===== src/hdl/slb_pkg.sv =====
package slb_pkg;

    localparam int unsigned SPEED_W = 16;
    localparam int unsigned BAR_W   = 10;
    localparam int unsigned CNT_W   = 14;
    localparam int unsigned CFG_IDX_W  = 3;
    localparam int unsigned CFG_DATA_W = 16;

    // register indexes on the configuration port
    typedef enum logic [CFG_IDX_W-1:0] {
        REG_LEVEL_ONE   = 3'd0,
        REG_LEVEL_TWO   = 3'd1,
        REG_LEVEL_THREE = 3'd2,
        REG_LEVEL_FOUR  = 3'd3,
        REG_LEVEL_FIVE  = 3'd4,
        REG_MARGIN      = 3'd5,
        REG_FLASH_PER   = 3'd6
    } cfg_reg_t;

    // bar patterns for each band
    localparam logic [BAR_W-1:0] BAR_OFF   = 10'h000;
    localparam logic [BAR_W-1:0] BAR_TWO   = 10'h003;
    localparam logic [BAR_W-1:0] BAR_FOUR  = 10'h00F;
    localparam logic [BAR_W-1:0] BAR_SIX   = 10'h03F;
    localparam logic [BAR_W-1:0] BAR_EIGHT = 10'h0FF;
    localparam logic [BAR_W-1:0] BAR_ALL   = 10'h3FF;

endpackage


===== src/hdl/shift_light_bar_with_overrev_flash.sv =====
// Shift light bar: each transfer on the s_ channel is one update tick carrying
// engine speed, and yields exactly one m_ transfer with the 10-light bar after
// that tick. Five levels fill the bar two lights at a time; at or above level
// five plus the over-rev margin the bar flashes, toggling each time the tick
// counter passes the flash period, with the top pair in opposite phase to the
// lower eight. Throughput is one tick per clock unless m_ready stalls the results;
// a tick passes the input register and then the result register, with the bar,
// flag and counter state updated as it moves between them. Configuration writes
// take effect on the next clock and should be made while the block is idle.
module shift_light_bar_with_overrev_flash #(
    parameter int unsigned COUNTER_WRAP = 10000
) (
    input  logic                                  aclk,
    input  logic                                  aresetn,
    // configuration
    input  logic                                  cfg_wr_en,
    input  logic [slb_pkg::CFG_IDX_W-1:0]         cfg_index,
    input  logic [slb_pkg::CFG_DATA_W-1:0]        cfg_wdata,
    // input ticks
    input  logic                                  s_valid,
    output logic                                  s_ready,
    input  logic [slb_pkg::SPEED_W-1:0]           s_engine_speed,
    // results
    output logic                                  m_valid,
    input  logic                                  m_ready,
    output logic [slb_pkg::BAR_W-1:0]             m_light_bar
);

    // configuration registers
    logic [slb_pkg::SPEED_W-1:0] level1_reg, level2_reg, level3_reg, level4_reg, level5_reg;
    logic [slb_pkg::SPEED_W-1:0] margin_reg;
    logic [slb_pkg::CNT_W-1:0]   flash_per_reg;

    // input stage
    logic                        in_valid_reg;
    logic [slb_pkg::SPEED_W-1:0] speed_reg;

    // tick state
    logic [slb_pkg::BAR_W-1:0]   bar_reg, bar_next;
    logic                        flag_reg, flag_next;
    logic [slb_pkg::CNT_W-1:0]   cnt_reg, cnt_next;

    // result stage
    logic                        out_valid_reg;
    logic [slb_pkg::BAR_W-1:0]   out_bar_reg;

    logic                        advance;
    logic [slb_pkg::SPEED_W:0]   limit;
    logic [slb_pkg::SPEED_W:0]   speed_ext;
    logic [slb_pkg::CNT_W-1:0]   cnt_base;
    logic [slb_pkg::CNT_W:0]     cnt_inc;

    // result register frees up when empty or being taken
    assign advance = !out_valid_reg || m_ready;
    assign s_ready = !in_valid_reg || advance;
    assign m_valid = out_valid_reg;
    assign m_light_bar = out_bar_reg;

    assign limit     = {1'b0, level5_reg} + {1'b0, margin_reg};
    assign speed_ext = {1'b0, speed_reg};

    // band selection, first match wins
    always_comb begin
        bar_next = bar_reg;
        flag_next = flag_reg;
        cnt_base = cnt_reg;
        priority if (speed_reg >= level1_reg && speed_reg < level2_reg) begin
            bar_next = slb_pkg::BAR_TWO;
            flag_next = 1'b0;
        end else if (speed_reg >= level2_reg && speed_reg < level3_reg) begin
            bar_next = slb_pkg::BAR_FOUR;
            flag_next = 1'b0;
        end else if (speed_reg >= level3_reg && speed_reg < level4_reg) begin
            bar_next = slb_pkg::BAR_SIX;
            flag_next = 1'b0;
        end else if (speed_reg >= level4_reg && speed_reg < level5_reg) begin
            bar_next = slb_pkg::BAR_EIGHT;
            flag_next = 1'b0;
        end else if (speed_reg >= level5_reg && speed_ext < limit) begin
            bar_next = slb_pkg::BAR_ALL;
            flag_next = 1'b0;
        end else if (speed_ext >= limit && cnt_reg > flash_per_reg) begin
            // first flash holds the top pair so it runs out of phase
            if (!flag_reg) begin
                bar_next = bar_reg ^ slb_pkg::BAR_EIGHT;
                flag_next = 1'b1;
            end else begin
                bar_next = bar_reg ^ slb_pkg::BAR_ALL;
            end
            cnt_base = '0;
        end else if (speed_reg < level1_reg) begin
            bar_next = slb_pkg::BAR_OFF;
            flag_next = 1'b0;
        end else begin
            // levels out of order or flash zone waiting: hold
            bar_next = bar_reg;
        end
    end

    // tick counter with wrap, advanced only when a tick moves into the result register
    assign cnt_inc = {1'b0, cnt_base} + {{slb_pkg::CNT_W{1'b0}}, 1'b1};
    assign cnt_next = (cnt_inc > (slb_pkg::CNT_W+1)'(COUNTER_WRAP))
                      ? '0 : cnt_inc[slb_pkg::CNT_W-1:0];

    // configuration writes
    always_ff @(posedge aclk) begin
        if (!aresetn) begin
            level1_reg <= '0;
            level2_reg <= '0;
            level3_reg <= '0;
            level4_reg <= '0;
            level5_reg <= '0;
            margin_reg <= '0;
            flash_per_reg <= '0;
        end else if (cfg_wr_en) begin
            unique case (cfg_index)
                slb_pkg::REG_LEVEL_ONE:   level1_reg <= cfg_wdata;
                slb_pkg::REG_LEVEL_TWO:   level2_reg <= cfg_wdata;
                slb_pkg::REG_LEVEL_THREE: level3_reg <= cfg_wdata;
                slb_pkg::REG_LEVEL_FOUR:  level4_reg <= cfg_wdata;
                slb_pkg::REG_LEVEL_FIVE:  level5_reg <= cfg_wdata;
                slb_pkg::REG_MARGIN:      margin_reg <= cfg_wdata;
                slb_pkg::REG_FLASH_PER:   flash_per_reg <= cfg_wdata[slb_pkg::CNT_W-1:0];
                default: ;
            endcase
        end
    end

    // pipeline control and tick state
    always_ff @(posedge aclk) begin
        if (!aresetn) begin
            in_valid_reg <= 1'b0;
            out_valid_reg <= 1'b0;
            bar_reg <= slb_pkg::BAR_OFF;
            flag_reg <= 1'b0;
            cnt_reg <= '0;
        end else begin
            if (s_valid && s_ready) begin
                in_valid_reg <= 1'b1;
            end else if (advance) begin
                in_valid_reg <= 1'b0;
            end
            if (advance) begin
                out_valid_reg <= in_valid_reg;
            end
            if (advance && in_valid_reg) begin
                bar_reg <= bar_next;
                flag_reg <= flag_next;
                cnt_reg <= cnt_next;
            end
        end
    end

    // payload registers
    always_ff @(posedge aclk) begin
        if (s_valid && s_ready) begin
            speed_reg <= s_engine_speed;
        end
        if (advance && in_valid_reg) begin
            out_bar_reg <= bar_next;
        end
    end

endmodule


===== config.mk =====
export PLATFORM = sky130hd
export DESIGN_NAME = shift_light_bar_with_overrev_flash
export DESIGN_NICKNAME = d
export VERILOG_FILES = /design/src/hdl/slb_pkg.sv /design/src/hdl/shift_light_bar_with_overrev_flash.sv
export SDC_FILE = /design/constraint.sdc
export NUM_CORES = 1
export LEC_CHECK = 0
export BUFFER_PORTS_ARGS = -buffer_cell sky130_fd_sc_hd__buf_2
export CAP_MARGIN = 0
export CORE_ASPECT_RATIO = 0.7
export CORE_UTILIZATION = 30
export DETAILED_ROUTE_END_ITERATION = 8
export SYNTH_ARGS = -nofsm -noshare
export SYNTH_HDL_FRONTEND = slang
export SYNTH_SLANG_ARGS = --single-unit
export TNS_END_PERCENT = 20

===== constraint.sdc =====
create_clock -name aclk -period 8.65 [get_ports aclk]
set_input_delay 2.595 -clock aclk [delete_from_list [all_inputs] [get_ports aclk]]
set_output_delay 2.595 -clock aclk [all_outputs]
set_load 0.02 [all_outputs]

Word-level counts from Yosys, hierarchy flattened
Index checks and enable logic that the tools add are counted.
{ "word_totals": {"mem_count": 0, "mem_bits_rw": 0, "ff_bits": 163, "in_bits": 40, "mem_bits_ro": 0, "wordCells": 85, "out_inout_bits": 12, "latch_bits": 0} }
{ "op_classes": {"n_div": 0, "reduce_logical": 23, "addsub": 2, "eq_ne": 6, "shift": 0, "bitwise": 2, "n_mux": 24, "n_lt_le_gt_ge": 14, "multipliers": 0} }
{ "op_table": {"columns": ["op", "n"], "rows": [
  ["2-to-1 mux 14 bit", 7],
  [">= comparator 16 bit", 5],
  ["less-than comparator 16 bit", 5],
  ["2-to-1 mux 10 bit", 8],
  ["adder 16 x 16 -> 17 bit", 1],
  [">= comparator 16 x 17 -> 1 bit", 1],
  ["less-than comparator 16 x 17 -> 1 bit", 1],
  ["AND reduction 2 bit", 8],
  ["adder 14 x 1 -> 15 bit (second input constant)", 1],
  ["greater-than comparator 15 x 14 -> 1 bit (second input constant)", 1],
  ["greater-than comparator 14 bit", 1],
  ["NOT 10 bit", 1],
  ["== test 3 bit (second input constant)", 3],
  ["2-to-1 mux 1 bit", 9],
  ["logical AND 1 bit", 8],
  ["NOT 8 bit", 1],
  ["nonzero test 7 bit", 1],
  ["== test 3 x 2 -> 1 bit (second input constant)", 2],
  ["== test 3 x 1 -> 1 bit (second input constant)", 1],
  ["logical NOT 3 bit", 1],
  ["logical NOT 1 bit", 2],
  ["logical OR 1 bit", 2],
  ["nonzero test 2 bit", 1]
]} }

Logic depth before layout (Yosys ltp)
{ "logic_depth": {"word_depth": 12, "ltp_mapped": 30, "ltp_nobuf": 27} }

Worst setup path before layout
OpenSTA, ideal clock, no wires.
{ "synth_timing": {"path_type": "register to register", "start": "register level5_reg[0] in the netlist's numbering", "end": "register cnt_reg[6] in the netlist's numbering", "synth_period_minus_slack_ps": 6110, "setup_slack_ps": 2540, "t_arrival_ps": 6023, "path_buffers": 2, "required_ps": 8563, "setup_time_ps": 87, "path_stages_with_launch": 29, "cell_sequence": "dfxtp_1 -> ha_1 -> fa_1 -> a211oi_1 -> o211a_1 -> o311ai_1 -> and2_1 -> o21ai_0 -> nand2b_1 -> a21oi_1 -> xor2_1 -> ha_1 -> and3_1 -> nand2_1 -> nor4_1 -> a31oi_1 -> or4_4 -> buf_6 -> and2_1 -> ha_1 -> and3_1 -> buf_6 -> or3_1 -> a21oi_1 -> a21oi_1 -> o41a_1 -> o21ai_4 -> nand4_4 -> o31ai_1"} }
{ "synth_via": {"elab_chain_len": 12, "elab_cells_between_ends": 17, "cone_classes": "2 x add/sub; 5 x order compare; 7 x mux; 3 x reduce/logical"} }
{ "synth_lines": {"columns": ["element", "line_no", "rtl"], "rows": [
  ["start: declaration", "shift_light_bar_with_overrev_flash.sv:30", "logic [slb_pkg::SPEED_W-1:0] level1_reg, level2_reg, level3_reg, level4_reg, level5_reg;"],
  ["start signal: assignment", "shift_light_bar_with_overrev_flash.sv:121", "slb_pkg::REG_LEVEL_FIVE: level5_reg <= cfg_wdata;"],
  ["adder 16 x 16 -> 17 bit", "shift_light_bar_with_overrev_flash.sv:59", "assign limit = {1'b0, level5_reg} + {1'b0, margin_reg};"],
  [">= comparator 16 x 17 -> 1 bit", "shift_light_bar_with_overrev_flash.sv:82", "end else if (speed_ext >= limit && cnt_reg > flash_per_reg) begin"],
  ["logical AND 1 bit", "shift_light_bar_with_overrev_flash.sv:82", null],
  ["2-to-1 mux 14 bit", "shift_light_bar_with_overrev_flash.sv:82", null],
  ["2-to-1 mux 14 bit", "shift_light_bar_with_overrev_flash.sv:79", "end else if (speed_reg >= level5_reg && speed_ext < limit) begin"],
  ["2-to-1 mux 14 bit *", "shift_light_bar_with_overrev_flash.sv:76", "end else if (speed_reg >= level4_reg && speed_reg < level5_reg) begin"],
  ["2-to-1 mux 14 bit *", "shift_light_bar_with_overrev_flash.sv:73", "end else if (speed_reg >= level3_reg && speed_reg < level4_reg) begin"],
  ["2-to-1 mux 14 bit *", "shift_light_bar_with_overrev_flash.sv:70", "end else if (speed_reg >= level2_reg && speed_reg < level3_reg) begin"],
  ["2-to-1 mux 14 bit *", "shift_light_bar_with_overrev_flash.sv:67", "priority if (speed_reg >= level1_reg && speed_reg < level2_reg) begin"],
  ["adder 14 x 1 -> 15 bit *", "shift_light_bar_with_overrev_flash.sv:101", "assign cnt_inc = {1'b0, cnt_base} + {{slb_pkg::CNT_W{1'b0}}, 1'b1};"],
  ["greater-than comparator 15 x 14 -> 1 bit", "shift_light_bar_with_overrev_flash.sv:102", "assign cnt_next = (cnt_inc > (slb_pkg::CNT_W+1)'(COUNTER_WRAP))"],
  ["2-to-1 mux 14 bit *", "shift_light_bar_with_overrev_flash.sv:103", "? '0 : cnt_inc[slb_pkg::CNT_W-1:0];"],
  ["end signal: assignment", "shift_light_bar_with_overrev_flash.sv:149", "cnt_reg <= cnt_next;"],
  ["end: declaration", "shift_light_bar_with_overrev_flash.sv:41", "logic [slb_pkg::CNT_W-1:0] cnt_reg, cnt_next;"]
]} }
Mark *: on every way between the ends. The rest lies on a longest branch, timed or not.
A chain may end at the register's enable or synchronous reset.

Final worst setup path
{ "layout_timing": {"start": "register level5_reg[0] in the netlist's numbering", "end": "register cnt_reg[5] in the netlist's numbering"} }
The elaborated chain is that of the path after synthesis.

==> summary.md <==
| Metric | Value |
|---|---|
| Vias in the first global route | `8167` |
| PnR worst setup slack | `between 1.5 and 2 ns` |
| Largest family of logic cells by synthesized area | `simple AND/OR/NAND/NOR gates` |
| # diodes | `0` |
| Die area | `34370 µm²` |
| Post-Synth XOR/XNOR Area | `1.216%` |
| Nets | `1450` |
| Slew of the pin with the lowest slew margin | `between 1 and 1.5 ns` |
| Overflow after GRT | `0` |
| Row count | `55` |
| Post-synthesis sequential area ratio | `34.93%` |
| GPL Wtd Cong | `0.8932` |
| Drt pass-1 iters | `5` |
| Syn Nets | `between 1000 and 1500` |
| RSZ-0062 raised after global routing | `false` |
| Hold Fails Final Rpt | `0` |
| Gr usage total | `between 10% and 20%` |
| Most common cell after layout, fill and taps aside | `nand2_1` |
| Hold Crit Class | `reg -> reg` |
| Mean post-synth cell area | `8.031 µm²` |
| Top_reg_cell synth | `dfxtp_1` |
| Post-CTS setup buffer count | `0` |
| Std-Cell Core Area | `32690 µm²` |
| Total number of vias | `8950` |
| Crit-path slowest cell | `or4_4` |
| Crit end category | `flop` |
| First-pass GRT wire length | `46.33 mm` |
| EDFF count, synth | `26` |
| Die Span Y | `around 160 µm` |
| Required @ worst endpoint | `9.01 ns` |
| Syn Std Cell Area | `10090 µm²` |
| Initial core utilization | `30.86%` |
| DP Wirelength | `22.03 mm` |
| Placed cell area | `around 11000 µm²` |
| Clock Skew | `0.01183 ns` |
| Period utilization | `81.72%` |
| Clk root buf | `clkbuf_16` |
| Outcome | `completed` |
| Fin crit period | `roughly 7.1 ns` |
| Pwr Total | `1.798 mW` |
| Crit path kind | `reg -> reg` |
| Syn Inst Count | `1256` |
| Pwr dens | `160.8 nW/µm²` |
| Max-Cap Viols | `0` |
| Post-Synth Simple-Gate Area | `21.52%` |
| Post-Synth Adder-Cell Area | `between 10% and 20%` |
| Skew-Pair Late Insertion Delay | `about 0.45 ns` |
| Max IR drop VDD | `0.1497 mV` |
| Wirelength per Cell | `17.20 µm` |
| Syn. warnings | `0` |
| Crit Path Max Fanout | `21` |
| Slowest stage delay, CP | `about 0.59 ns` |
| Final setup vio count | `0` |
| CTS Buffer Depth | `2` |
| Initial antenna violation count | `0` |
| CP arrival | `7.43 ns` |
| Post-layout util | `34.20%` |
| Critical Path Start Type | `flop` |
| Static Leak | `around 4 nW` |
| CTS buffer count | `17` |
| CTS tree | `done` |
| DRT antenna net count | `0` |
| FFs w/ async S/R, synth | `0%` |
| Post-synthesis compound-gate area fraction | `a little under a fifth` |
| Place WS | `approximately 1.7 ns` |
| Synthesis-to-finish area growth | `10.84%` |
| Number of buffers inserted by port buffering | `about 50` |
| Share of layout cells above drive strength 1 | `8.501%` |
| DR DRC count | `0` |
| Die Width | `221.2 µm` |
| DRT iter0 DRCs | `649` |
| I/O pin count | `52` |
| Post-synth cell types | `76` |
| Post-synthesis mux area share | `less than 1%` |
| Post_cts resized | `0` |
| CTS Sinks | `163` |
| Post-route insts no fill | `1721` |
| H-tree depth | `4` |
| Flops & latches, synth | `approximately 160` |
| Hold-fix buffers, CTS | `0` |
| Setup TNS | `0 ns` |
| Slew Viols, Final | `0` |
| Commonest cells after routing, fill and taps aside | `nand2_1, a21oi_1, dfxtp_1` |
| Dpl cells | `1689` |
| Vias/cell | `5.200` |
| Slew headroom | `between 20% and 30%` |
| WL final | `29.60 mm` |
| FMAX | `141.5 MHz` |
| Clock-pin slew on the worst setup and hold paths | `roughly 0.07 ns` |
| Fin area | `11180 µm²` |
| Hold slack | `0.4551 ns` |
| Largest net degree at the start of global routing | `63` |
## cells by family (layout without fill, tap and decap cells)
family / after synthesis / in the layout
AOI/OAI and AO/OA: 314 / 314
adders and majority gates: 129 / 129
buffers and inverters: 163 / 201
DFF: 163 / 163
xor gates and xnor gates: 14 / 14
and+or+nand+nor: 471 / 471
muxes: 2 / 2
## layer usage
metal	wire length (µm)	vias to the layer above	track usage [%]
li1	-	4449	-
met1	15780	4225	26.43
met2	11700	241	24.64
met3	1695	35	3.588
met4	427	0	4.362
met5	0	-	0
## critical path: cells and delay by family (launching register included)
family / cells / cell delay (ns)
fa+ha+maj: 4 / 1.23
compound gates: 11 / 2.60
xor+xnor: 1 / 0.09
simple gates: 10 / 2.70
flops: 1 / 0.33
## path summary, 6_finish.rpt
kind	end	start	slack [ns]	depth (start not counted)
worst max-delay path	cnt_reg[5]	level5_reg[0]	1.58	26
worst min-delay path	level1_reg[5]	level1_reg[5]	0.46	2
worst max register to register	cnt_reg[5]	level5_reg[0]	1.58	26
worst min register to register	level1_reg[5]	level1_reg[5]	0.46	2
## area by class of cell
type                       count  area (µm²)
clock inverter                14       106.4
inverter                     113       425.4
fill                        3375       21510
tap                          427       534.3
multi-input combinational    930        5869
clock buffer                  18       429.2
sequential                   163        3523
timing repair buffer          56       292.8
## where the power goes
group	internal [mW]	switching, mW	leakage [nW]
registers	0.798	0.0244	1.36
logic	0.0894	0.172	2.44
clock network	0.371	0.343	0.256
total	1.26	0.540	4.06
## Yosys cell counts, types with 6 or more instances
| cell | instances | area [µm²] |
|---|---|---|
| a211oi_1 | 7 | 52.55 |
| a21o_1 | 9 | 67.56 |
| a21oi_1 | 174 | 870.8 |
| a31oi_1 | 7 | 43.79 |
| a32oi_1 | 10 | 87.58 |
| and3_1 | 14 | 87.58 |
| buf_6 | 7 | 78.83 |
| clkbuf_1 | 32 | 120.1 |
| dfxtp_1 | 137 | 2743 |
| edfxtp_1 | 26 | 780.8 |
| ha_1 | 128 | 1602 |
| inv_1 | 113 | 424.2 |
| nand2_1 | 282 | 1059 |
| nand2b_1 | 17 | 106.4 |
| nand3_1 | 30 | 150.1 |
| nand4_1 | 20 | 125.1 |
| nor2_1 | 39 | 146.4 |
| nor2b_1 | 9 | 56.30 |
| nor3_1 | 15 | 75.07 |
| o211ai_1 | 11 | 82.58 |
| o21ai_0 | 29 | 145.1 |
| o21ai_1 | 7 | 35.03 |
| o31ai_1 | 12 | 90.09 |
| o32ai_1 | 6 | 52.55 |
| xor2_1 | 9 | 78.83 |
No activity file was read; power rests on OpenSTA's default activity.
